## src/rtl/core/lcs_pkg.sv

```systemverilog
package lcs_pkg;

  localparam int unsigned LCS_WIDTH = 32;

  typedef enum logic [3:0] {
    ST_IDLE,
    ST_DIV,
    ST_GCD_STEP,
    ST_RED_K,
    ST_RED_S,
    ST_RED_N,
    ST_KMOD,
    ST_EU_CHECK,
    ST_EU_MUL,
    ST_EU_STEP,
    ST_FIN_MOD,
    ST_FIN_MUL,
    ST_DONE
  } lcs_state_t;

  typedef enum logic [3:0] {
    DIV_GCD1,
    DIV_GCD2,
    DIV_RK,
    DIV_RS,
    DIV_RN,
    DIV_KMOD,
    DIV_EUQ,
    DIV_SMOD
  } lcs_div_op_t;

  typedef struct packed {
    logic        load;
    logic        div_start;
    lcs_div_op_t div_op;
    logic        mul_start;
    logic        mul_fin;
    logic        eu_step;
    logic        gcd_swap;
    logic        gcd_next;
  } lcs_cmd_t;

  typedef struct packed {
    logic div_done;
    logic mul_done;
    logic n_zero;
    logic gcd_b_zero;
    logic gcd_phase2;
    logic r1_zero;
    logic r0_one;
  } lcs_sts_t;

endpackage

```

## src/rtl/core/linear_congruence_solver_core.sv

```systemverilog
// A solve runs the gcd remainder steps, the reductions by the gcd, the extended Euclid steps
// and the final modular multiply, one after another.
// Throughput: one item in flight, set by the shared bit-serial divider and multiplier; the
// next input transfer is taken the cycle after the result transfer.
// Reset (rst_n low, synchronous) returns the controller to idle; no data is cleared.
module linear_congruence_solver_core
  import lcs_pkg::*;
#(
  parameter int unsigned WIDTH = LCS_WIDTH
) (
  input  logic        clk,
  input  logic        rst_n,
  input  logic        in_valid,
  output logic        in_ready,
  input  logic [31:0] in_coeff,
  input  logic [31:0] in_target,
  input  logic [31:0] in_modulus,
  output logic        out_valid,
  input  logic        out_ready,
  output logic [31:0] out_solution,
  output logic [31:0] out_reduced_modulus,
  output logic        out_solvable
);

  lcs_cmd_t         cmd;
  lcs_sts_t         sts;
  logic             res_ok;
  logic [WIDTH-1:0] sol, nred;
  logic [WIDTH-1:0] k_w, s_w, n_w;

  always_comb begin
    k_w = '0; s_w = '0; n_w = '0;
    for (int i = 0; i < WIDTH && i < 32; i++) begin
      k_w[i] = in_coeff[i];
      s_w[i] = in_target[i];
      n_w[i] = in_modulus[i];
    end
  end

  lcs_ctrl u_ctrl (
    .clk, .rst_n, .in_valid, .in_ready, .out_valid, .out_ready,
    .res_ok, .cmd, .sts
  );

  lcs_dpath #(.WIDTH(WIDTH)) u_dpath (
    .clk, .in_coeff(k_w), .in_target(s_w), .in_modulus(n_w),
    .cmd, .sts, .sol, .nred
  );

  always_comb begin
    out_solution        = '0;
    out_reduced_modulus = '0;
    for (int i = 0; i < WIDTH && i < 32; i++) begin
      out_solution[i]        = res_ok ? sol[i] : 1'b0;
      out_reduced_modulus[i] = nred[i];
    end
    out_solvable = res_ok;
  end

endmodule

```

## src/rtl/core/lcs_ctrl.sv

```systemverilog
module lcs_ctrl
  import lcs_pkg::*;
(
  input  logic     clk,
  input  logic     rst_n,
  input  logic     in_valid,
  output logic     in_ready,
  output logic     out_valid,
  input  logic     out_ready,
  output logic     res_ok,
  output lcs_cmd_t cmd,
  input  lcs_sts_t sts
);

  lcs_state_t state_r, state_nxt;
  logic       ok_r, ok_nxt;
  logic       busy_r, busy_nxt;

  always_ff @(posedge clk) begin
    if (!rst_n) begin
      state_r <= ST_IDLE;
      ok_r    <= 1'b0;
      busy_r  <= 1'b0;
    end else begin
      state_r <= state_nxt;
      ok_r    <= ok_nxt;
      busy_r  <= busy_nxt;
    end
  end

  always_comb begin
    state_nxt = state_r;
    ok_nxt    = ok_r;
    busy_nxt  = 1'b0;
    unique case (state_r)
      ST_IDLE: begin
        if (in_valid) begin
          state_nxt = ST_GCD_STEP;
          ok_nxt    = 1'b0;
        end
      end
      ST_GCD_STEP: begin
        if (sts.n_zero) begin
          state_nxt = ST_DONE;
        end else if (sts.gcd_b_zero) begin
          state_nxt = sts.gcd_phase2 ? ST_RED_K : ST_GCD_STEP;
        end else begin
          state_nxt = ST_DIV;
        end
      end
      ST_DIV: begin
        busy_nxt = 1'b1;
        if (busy_r && sts.div_done) state_nxt = ST_GCD_STEP;
      end
      ST_RED_K: begin
        busy_nxt = 1'b1;
        if (busy_r && sts.div_done) state_nxt = ST_RED_S;
      end
      ST_RED_S: begin
        busy_nxt = 1'b1;
        if (busy_r && sts.div_done) state_nxt = ST_RED_N;
      end
      ST_RED_N: begin
        busy_nxt = 1'b1;
        if (busy_r && sts.div_done) state_nxt = ST_KMOD;
      end
      ST_KMOD: begin
        busy_nxt = 1'b1;
        if (busy_r && sts.div_done) state_nxt = ST_EU_CHECK;
      end
      ST_EU_CHECK: begin
        if (sts.r1_zero) begin
          if (sts.r0_one) begin
            state_nxt = ST_FIN_MOD;
          end else begin
            state_nxt = ST_DONE;
          end
        end else begin
          state_nxt = ST_EU_STEP;
        end
      end
      ST_EU_STEP: begin
        busy_nxt = 1'b1;
        if (busy_r && sts.div_done) state_nxt = ST_EU_MUL;
      end
      ST_EU_MUL: begin
        busy_nxt = 1'b1;
        if (busy_r && sts.mul_done) state_nxt = ST_EU_CHECK;
      end
      ST_FIN_MOD: begin
        busy_nxt = 1'b1;
        if (busy_r && sts.div_done) state_nxt = ST_FIN_MUL;
      end
      ST_FIN_MUL: begin
        busy_nxt = 1'b1;
        if (busy_r && sts.mul_done) begin
          state_nxt = ST_DONE;
          ok_nxt    = 1'b1;
        end
      end
      ST_DONE: begin
        if (out_ready) state_nxt = ST_IDLE;
      end
      default: state_nxt = ST_IDLE;
    endcase
    if (state_nxt != state_r) busy_nxt = 1'b0;
  end

  always_comb begin
    cmd          = '0;
    cmd.div_op   = DIV_GCD1;
    in_ready     = 1'b0;
    out_valid    = 1'b0;
    unique case (state_r)
      ST_IDLE: begin
        in_ready = 1'b1;
        cmd.load = in_valid;
      end
      ST_GCD_STEP: begin
        if (!sts.n_zero && sts.gcd_b_zero && !sts.gcd_phase2) cmd.gcd_next = 1'b1;
      end
      ST_DIV: begin
        cmd.div_op    = sts.gcd_phase2 ? DIV_GCD2 : DIV_GCD1;
        cmd.div_start = !busy_r;
        cmd.gcd_swap  = busy_r && sts.div_done;
      end
      ST_RED_K: begin
        cmd.div_op    = DIV_RK;
        cmd.div_start = !busy_r;
      end
      ST_RED_S: begin
        cmd.div_op    = DIV_RS;
        cmd.div_start = !busy_r;
      end
      ST_RED_N: begin
        cmd.div_op    = DIV_RN;
        cmd.div_start = !busy_r;
      end
      ST_KMOD: begin
        cmd.div_op    = DIV_KMOD;
        cmd.div_start = !busy_r;
      end
      ST_EU_STEP: begin
        cmd.div_op    = DIV_EUQ;
        cmd.div_start = !busy_r;
      end
      ST_EU_MUL: begin
        cmd.mul_start = !busy_r;
        cmd.eu_step   = busy_r && sts.mul_done;
      end
      ST_FIN_MOD: begin
        cmd.div_op    = DIV_SMOD;
        cmd.div_start = !busy_r;
      end
      ST_FIN_MUL: begin
        cmd.mul_start = !busy_r;
        cmd.mul_fin   = 1'b1;
      end
      ST_DONE: out_valid = 1'b1;
      default: ;
    endcase
  end

  assign res_ok = ok_r;

  a_load_idle: assert property (@(posedge clk) disable iff (!rst_n)
    cmd.load |-> in_ready) else $error("load outside idle");
  a_no_overlap: assert property (@(posedge clk) disable iff (!rst_n)
    !(cmd.div_start && cmd.mul_start)) else $error("two units started");
  a_done_hold: assert property (@(posedge clk) disable iff (!rst_n)
    (out_valid && !out_ready) |=> out_valid) else $error("result dropped");

endmodule

```

## src/rtl/core/lcs_dpath.sv

```systemverilog
module lcs_dpath
  import lcs_pkg::*;
#(
  parameter int unsigned WIDTH = LCS_WIDTH
) (
  input  logic             clk,
  input  logic [WIDTH-1:0] in_coeff,
  input  logic [WIDTH-1:0] in_target,
  input  logic [WIDTH-1:0] in_modulus,
  input  lcs_cmd_t         cmd,
  output lcs_sts_t         sts,
  output logic [WIDTH-1:0] sol,
  output logic [WIDTH-1:0] nred
);

  localparam int unsigned CW = $clog2(WIDTH + 1);

  logic [WIDTH-1:0] k_r, s_r, n_r, k_nxt, s_nxt, n_nxt;
  logic [WIDTH-1:0] ga_r, gb_r, ga_nxt, gb_nxt;
  logic             ph2_r, ph2_nxt;
  logic [WIDTH-1:0] r0_r, r1_r, t0_r, t1_r, r0_nxt, r1_nxt, t0_nxt, t1_nxt;
  logic [WIDTH-1:0] q_r, q_nxt, sm_r, sm_nxt, sol_r, sol_nxt;

  logic [WIDTH-1:0] dn_r, dd_r, dq_r, drem_r;
  logic [WIDTH-1:0] dn_nxt, dd_nxt, dq_nxt, drem_nxt;
  logic [CW-1:0]    dc_r, dc_nxt;
  logic             dbusy_r, dbusy_nxt;
  logic [WIDTH:0]   dtrial;

  logic [WIDTH-1:0] ma_r, mb_r, mm_r, macc_r;
  logic [WIDTH-1:0] ma_nxt, mb_nxt, mm_nxt, macc_nxt;
  logic [CW-1:0]    mc_r, mc_nxt;
  logic             mbusy_r, mbusy_nxt;
  logic [WIDTH:0]   mdbl, madd;
  logic [WIDTH-1:0] mdbl_m;
  logic [WIDTH-1:0] prod_sub;

  logic        div_wb_rk, div_wb_rs, div_wb_rn, div_wb_kmod, div_wb_euq;
  logic        mul_wb_fin;
  lcs_div_op_t op_r, op_nxt;
  logic        fin_r, fin_nxt;
  logic        dfin_r, mfin_r;

  always_ff @(posedge clk) begin
    k_r <= k_nxt; s_r <= s_nxt; n_r <= n_nxt;
    ga_r <= ga_nxt; gb_r <= gb_nxt; ph2_r <= ph2_nxt;
    r0_r <= r0_nxt; r1_r <= r1_nxt; t0_r <= t0_nxt; t1_r <= t1_nxt;
    q_r <= q_nxt; sm_r <= sm_nxt; sol_r <= sol_nxt;
    dn_r <= dn_nxt; dd_r <= dd_nxt; dq_r <= dq_nxt; drem_r <= drem_nxt;
    dc_r <= dc_nxt; dbusy_r <= dbusy_nxt;
    ma_r <= ma_nxt; mb_r <= mb_nxt; mm_r <= mm_nxt; macc_r <= macc_nxt;
    mc_r <= mc_nxt; mbusy_r <= mbusy_nxt;
  end

  // restoring divider, one quotient bit per cycle
  assign dtrial = {drem_r, dn_r[WIDTH-1]} - {1'b0, dd_r};

  always_comb begin
    dn_nxt = dn_r; dd_nxt = dd_r; dq_nxt = dq_r; drem_nxt = drem_r;
    dc_nxt = dc_r; dbusy_nxt = dbusy_r;
    if (cmd.div_start) begin
      dbusy_nxt = 1'b1;
      dc_nxt    = CW'(WIDTH);
      drem_nxt  = '0;
      dq_nxt    = '0;
      unique case (cmd.div_op)
        DIV_GCD1, DIV_GCD2: begin dn_nxt = ga_r; dd_nxt = gb_r; end
        DIV_RK:   begin dn_nxt = k_r; dd_nxt = ga_r; end
        DIV_RS:   begin dn_nxt = s_r; dd_nxt = ga_r; end
        DIV_RN:   begin dn_nxt = n_r; dd_nxt = ga_r; end
        DIV_KMOD: begin dn_nxt = k_r; dd_nxt = n_r; end
        DIV_EUQ:  begin dn_nxt = r0_r; dd_nxt = r1_r; end
        DIV_SMOD: begin dn_nxt = s_r; dd_nxt = n_r; end
        default:  begin dn_nxt = ga_r; dd_nxt = gb_r; end
      endcase
    end else if (dbusy_r) begin
      dn_nxt = {dn_r[WIDTH-2:0], 1'b0};
      if (!dtrial[WIDTH]) begin
        drem_nxt = dtrial[WIDTH-1:0];
        dq_nxt   = {dq_r[WIDTH-2:0], 1'b1};
      end else begin
        drem_nxt = {drem_r[WIDTH-2:0], dn_r[WIDTH-1]};
        dq_nxt   = {dq_r[WIDTH-2:0], 1'b0};
      end
      dc_nxt = dc_r - CW'(1);
      if (dc_r == CW'(1)) dbusy_nxt = 1'b0;
    end
  end

  // modular shift-and-add multiplier, operands below modulus
  assign mdbl   = {macc_r, 1'b0};
  assign mdbl_m = (mdbl >= {1'b0, mm_r}) ? WIDTH'(mdbl - {1'b0, mm_r}) : mdbl[WIDTH-1:0];
  assign madd   = {1'b0, mdbl_m} + {1'b0, ma_r};

  always_comb begin
    ma_nxt = ma_r; mb_nxt = mb_r; mm_nxt = mm_r; macc_nxt = macc_r;
    mc_nxt = mc_r; mbusy_nxt = mbusy_r;
    if (cmd.mul_start) begin
      mbusy_nxt = 1'b1;
      mc_nxt    = CW'(WIDTH);
      macc_nxt  = '0;
      mm_nxt    = n_r;
      if (cmd.mul_fin) begin
        ma_nxt = t0_r;
        mb_nxt = drem_r;
      end else begin
        ma_nxt = t1_r;
        mb_nxt = q_r;
      end
    end else if (mbusy_r) begin
      mb_nxt = {mb_r[WIDTH-2:0], 1'b0};
      if (mb_r[WIDTH-1]) begin
        macc_nxt = (madd >= {1'b0, mm_r}) ? WIDTH'(madd - {1'b0, mm_r}) : madd[WIDTH-1:0];
      end else begin
        macc_nxt = mdbl_m;
      end
      mc_nxt = mc_r - CW'(1);
      if (mc_r == CW'(1)) mbusy_nxt = 1'b0;
    end
  end

  assign prod_sub = (t0_r >= macc_r) ? (t0_r - macc_r) : (t0_r + (n_r - macc_r));

  always_comb begin
    k_nxt = k_r; s_nxt = s_r; n_nxt = n_r;
    ga_nxt = ga_r; gb_nxt = gb_r; ph2_nxt = ph2_r;
    r0_nxt = r0_r; r1_nxt = r1_r; t0_nxt = t0_r; t1_nxt = t1_r;
    q_nxt = q_r; sm_nxt = sm_r; sol_nxt = sol_r;
    if (cmd.load) begin
      k_nxt   = in_coeff;
      s_nxt   = in_target;
      n_nxt   = in_modulus;
      ga_nxt  = in_coeff;
      gb_nxt  = in_target;
      ph2_nxt = 1'b0;
      sol_nxt = '0;
    end
    if (cmd.gcd_next) begin
      gb_nxt  = n_r;
      ph2_nxt = 1'b1;
    end
    if (cmd.gcd_swap) begin
      ga_nxt = gb_r;
      gb_nxt = drem_r;
    end
    if (!dbusy_r && !cmd.div_start && !dbusy_nxt) begin
      sm_nxt = sm_r;
    end
    if (dbusy_r && dc_r == CW'(1)) begin
      // writeback follows completion in the next cycle, via registered op tracking
      sm_nxt = sm_r;
    end
    if (div_wb_rk) k_nxt = dq_r;
    if (div_wb_rs) s_nxt = dq_r;
    if (div_wb_rn) begin
      n_nxt  = dq_r;
      sol_nxt = '0;
    end
    if (div_wb_kmod) begin
      r0_nxt = n_r;
      r1_nxt = drem_r;
      t0_nxt = '0;
      t1_nxt = (n_r == WIDTH'(1)) ? '0 : WIDTH'(1);
    end
    if (div_wb_euq) begin
      // quotient never exceeds the modulus, so one subtract reduces it
      q_nxt  = (dq_r >= n_r) ? (dq_r - n_r) : dq_r;
      sm_nxt = drem_r;
    end
    if (cmd.eu_step) begin
      r0_nxt = r1_r;
      r1_nxt = sm_r;
      t0_nxt = t1_r;
      t1_nxt = prod_sub;
    end
    if (mul_wb_fin) sol_nxt = macc_r;
  end

  always_comb begin
    op_nxt  = cmd.div_start ? cmd.div_op : op_r;
    fin_nxt = cmd.mul_start ? cmd.mul_fin : fin_r;
  end

  always_ff @(posedge clk) begin
    op_r   <= op_nxt;
    fin_r  <= fin_nxt;
    dfin_r <= dbusy_r && (dc_r == CW'(1));
    mfin_r <= mbusy_r && (mc_r == CW'(1));
  end

  assign div_wb_rk   = dfin_r && op_r == DIV_RK;
  assign div_wb_rs   = dfin_r && op_r == DIV_RS;
  assign div_wb_rn   = dfin_r && op_r == DIV_RN;
  assign div_wb_kmod = dfin_r && op_r == DIV_KMOD;
  assign div_wb_euq  = dfin_r && op_r == DIV_EUQ;
  assign mul_wb_fin  = mfin_r && fin_r;

  always_comb begin
    sts.div_done   = dfin_r;
    sts.mul_done   = mfin_r;
    sts.n_zero     = (n_r == '0);
    sts.gcd_b_zero = (gb_r == '0);
    sts.gcd_phase2 = ph2_r;
    sts.r1_zero    = (r1_r == '0);
    sts.r0_one     = (r0_r == WIDTH'(1));
  end

  assign sol  = sol_r;
  assign nred = n_r;

endmodule
```

## config.mk

```make
export PLATFORM = sky130hd
export DESIGN_NAME = linear_congruence_solver_core
export DESIGN_NICKNAME = d
export VERILOG_FILES = /design/src/rtl/core/lcs_pkg.sv /design/src/rtl/core/linear_congruence_solver_core.sv /design/src/rtl/core/lcs_ctrl.sv /design/src/rtl/core/lcs_dpath.sv
export SDC_FILE = /design/constraint.sdc
export NUM_CORES = 2
export LEC_CHECK = 0
export BUFFER_PORTS_ARGS = -buffer_cell sky130_fd_sc_hd__buf_2
export CORE_UTILIZATION = 45
export DETAILED_ROUTE_END_ITERATION = 10
export HOLD_SLACK_MARGIN = 0.08
export PLACE_DENSITY = 0.62
export SYNTH_ARGS = -nofsm -noshare
export SYNTH_HDL_FRONTEND = slang
export SYNTH_SLANG_ARGS = --single-unit
```

## constraint.sdc

```tcl
create_clock -name clk -period 11.2 [get_ports clk]
set_input_delay 2.24 -clock clk [delete_from_list [all_inputs] [get_ports clk]]
set_output_delay 2.24 -clock clk [all_outputs]
set_load 0.02 [all_outputs]
```

==> flow_summary_export.csv <==
group,metric,value,unit
global_route,grt-ovfl-total,0,
layout,regArea,0.0188,mm2
layout,fillers,8499,
setup_path,r2r_end,"u_dpath.macc_r[12]",
place,place_inst,5505,
clocking,clock_sinks,667,
sta,final.setup.tns,0,ps
logic_synthesis,synth_area_leaders,"edfxtp_1, ha_1, dfxtp_1",
setup_path,path_class,"reg -> reg",
logic_synthesis,synth_edf_count,548,
setup_path,critPathLaunch,"u_dpath.macc_r[0]",
drt,vias,34200,
floorplan,row_count,111,
setup_path,startpoint_type,"register",
flow_run,cap_violations,0,
clocking,post_cts_resized,0,
setup_path,endpoint,"u_dpath.macc_r[12]",
global_route,grt_start_max_net_pins,96,
logic_synthesis,synth_top_area_frac,0.395,
setup_path,rr_startpoint,"u_dpath.macc_r[0]",
drt,firstDrtPassIters,9,
floorplan,ios,167,
sta,setup_viol,0,
place,postPlaceCellArea,0.0437,mm2
logic_synthesis,yosysTopAreaCell,"edfxtp_1",
clocking,clkTransAtPathRegs,60,ps
sta,tightest_slew,1210,ps
setup_path,slowest_delay,550,ps
power_and_ir_drop,sw_frac_of_total,0.451,
clocking,h-tree-depth,3,
logic_synthesis,yosys_most_used_dff,"edfxtp_1",
setup_path,worst_ep_required_time,11700,ps
drt,drc_errors,0,
power_and_ir_drop,p_sw,6.90,mW
layout,final_area,0.0464,mm2
setup_path,slowest_stage,"dfxtp_1",
layout,drive_gt1_frac,0.124,
clocking,cts_buffers,77,
sta,drv_slew,0,
drt,wire_per_inst,24.1,um
power_and_ir_drop,power_density,330,mW/mm2
layout,post-route-util,0.506,
status,status,"finished clean",
sta,slew_headroom,0.192,
place,dp_hpwl,98700,um
floorplan,die_area,0.0939,mm2
floorplan,die_x,306,um
drt,viasPerCell,6.06,
global_route,grt.total_usage,0.284,
sta,fmax,109,MHz
logic_synthesis,async_flop_share,0,
setup_path,critPathMostFrequentCell,"a21oi_1",
setup_path,critPathMaxFanout,35,
sta,fin_crit_sh,0.822,
drt,drtIter0Drc,4158,
setup_path,cp-end-kind,"register",
setup_path,critPathArrivalTime,9700,ps
clocking,cts_tree,"yes",
sta,period_minus_slack,9210,ps
power_and_ir_drop,p_leak,18.9,nW
drt,wl,136000,um
clocking,postCtsSetupBuffers,0,
global_route,grt_pass1_wl,202000,um
power_and_ir_drop,p_seq_frac,0.243,
global_route,grt_pass1_vias,32100,
sta,rsz0062_at_grt,"false",
sta,holdWs,483,ps
layout,layout.cells.most_common,"nand2_1",
clocking,cts_root_buf,"clkbuf_16",
power_and_ir_drop,p_int,8.40,mW
logic_synthesis,syn_avg_cell_area,9.70,um2
min_path,hold_class,"reg -> reg",
logic_synthesis,syn-num-nets,4666,
place,io_buffers,166,
clocking,worstSkewPairLatency,660,ps
global_route,antenna_found_initial,1,
clocking,cts_hold_buf,0,
power_and_ir_drop,clkPwrFrac,0.176,
place,gp_congestion,0.924,
logic_synthesis,yosysSeqAreaShare,0.452,
logic_synthesis,ys_warn_count,0,
sta,hold_viol_final,0,
logic_synthesis,synthesis.area,0.0417,mm2
setup_path,r2r_slack,1990,ps
drt,drtAntennaViolNets,0,
layout,layout.nets,4763,
sta,skew,31.8,ps
power_and_ir_drop,p_comb_frac,0.582,
floorplan,core_area,0.0917,mm2
layout,multiInputGateArea,0.0211,mm2
floorplan,die_y,306,um
logic_synthesis,synth.distinct_cells,90,
logic_synthesis,syn_inst,4301,
layout,area_delta_synth_final,11.3,%
clocking,clock_path_buffers,3,
setup_path,ff2ff_path_depth,32,
logic_synthesis,ys_ff_latch,667,
power_and_ir_drop,vdd_drop_max,0.000206,V
layout,final_cell_mix,"nand2_1, edfxtp_1, o21ai_0",
floorplan,initial_core_util,0.455,
layout,final-instance-count-excl-fill,5650,
==> final cells by class <==
type / instances / share of cell area
multi-input cells: 3158 / 0.456
flip-flops and latches: 667 / 0.406
clock buffers: 101 / 0.0468
well taps: 1186 / 0.0320
repair buffers: 215 / 0.0258
inverters: 279 / 0.0227
clock inverters: 43 / 0.0111
diodes: 1 / 0.0000539
==> power by group through the flow <==
| stage | logic (mW) | clock network (mW) | registers [mW] |
|---|---|---|---|
| after floorplan | 6.80 | 0 | 3.49 |
| after global routing | 9.80 | 2.80 | 3.75 |
| after CTS | 8.77 | 2.71 | 3.69 |
| after global placement | 8.70 | 0 | 3.74 |
| after detailed placement | 8.70 | 0 | 3.74 |
| final | 8.90 | 2.69 | 3.71 |
==> logic make-up (layout without fill, tap and decap cells) <==
group,count (synthesis),after routing,share of synthesized area
simple gates,1323,1323,0.143
compound gates,1159,1159,0.177
flops,667,667,0.452
buf+inv,476,638,0.0442
fa+ha+maj,265,265,0.0862
mux,214,214,0.0560
xor+xnor,197,197,0.0418
other cells,0,1,0
==> per-layer routing <==
layer | GRT usage | part of all wire
met3 | 0.0398 | 0.083
met5 | 0 | 0
met2 | 0.441 | 0.44
met1 | 0.406 | 0.44
met4 | 0.0971 | 0.034
==> synth_stat cells (all sizes together) (6+ instances only) <==
cell and number:
a21boi 10, a311oi 6, mux2i 61, and4 10
edfxtp 548, nand4 29, o32ai 6, inv 278
and2 82, nor2 326, or2 8, o31ai 19
nor2b 28, a31o 7, o21a 33, nor3b 7
nand3b 7, a222oi 64, nor3 40, xor2 77
fa 37, nand3 83, o221ai 6, a21o 108
buf 33, clkbuf 164, o31a 9, a21oi 307
dfxtp 119, nor4 39, o22ai 12, o21bai 29
o41ai 10, nand2b 41, o211ai 28, nand2 569
ha 228, xnor2 120, mux2 153, o21ai 344
or3 14, a211oi 43, and3 27, a31oi 57
==> per-stage QoR <==
step	setup slack, ps	power [mW]
6_report	1990	15.3
5_1_grt	1500	16.4
4_1_cts	2140	15.2
3_5_place_dp	2130	12.4
3_3_place_gp	2320	12.4
2_1_floorplan	3860	10.3
==> how the worst min path moves through the flow <==
stage	start	to	slack [ps]	depth (start not counted)
finish	u_dpath.ph2_r	u_dpath.ph2_r	480	2
detailed placement	u_dpath.ph2_r	u_dpath.ph2_r	460	2
CTS	u_dpath.ph2_r	u_dpath.ph2_r	470	2
global placement	u_dpath.ph2_r	u_dpath.ph2_r	460	2
floorplan	u_dpath.ph2_r	u_dpath.ph2_r	440	2
global route	u_dpath.ph2_r	u_dpath.ph2_r	490	2
==> worst max-delay path, delay by kind of cell, from the launching register on <==
kind	cells	cell delay (ps)
compound gates	20	5640
xor+xnor	1	230
fa+ha+maj	3	990
buf+inv	2	830
flops	1	550
simple gates	6	770
No activity file was read; power rests on OpenSTA's default activity.
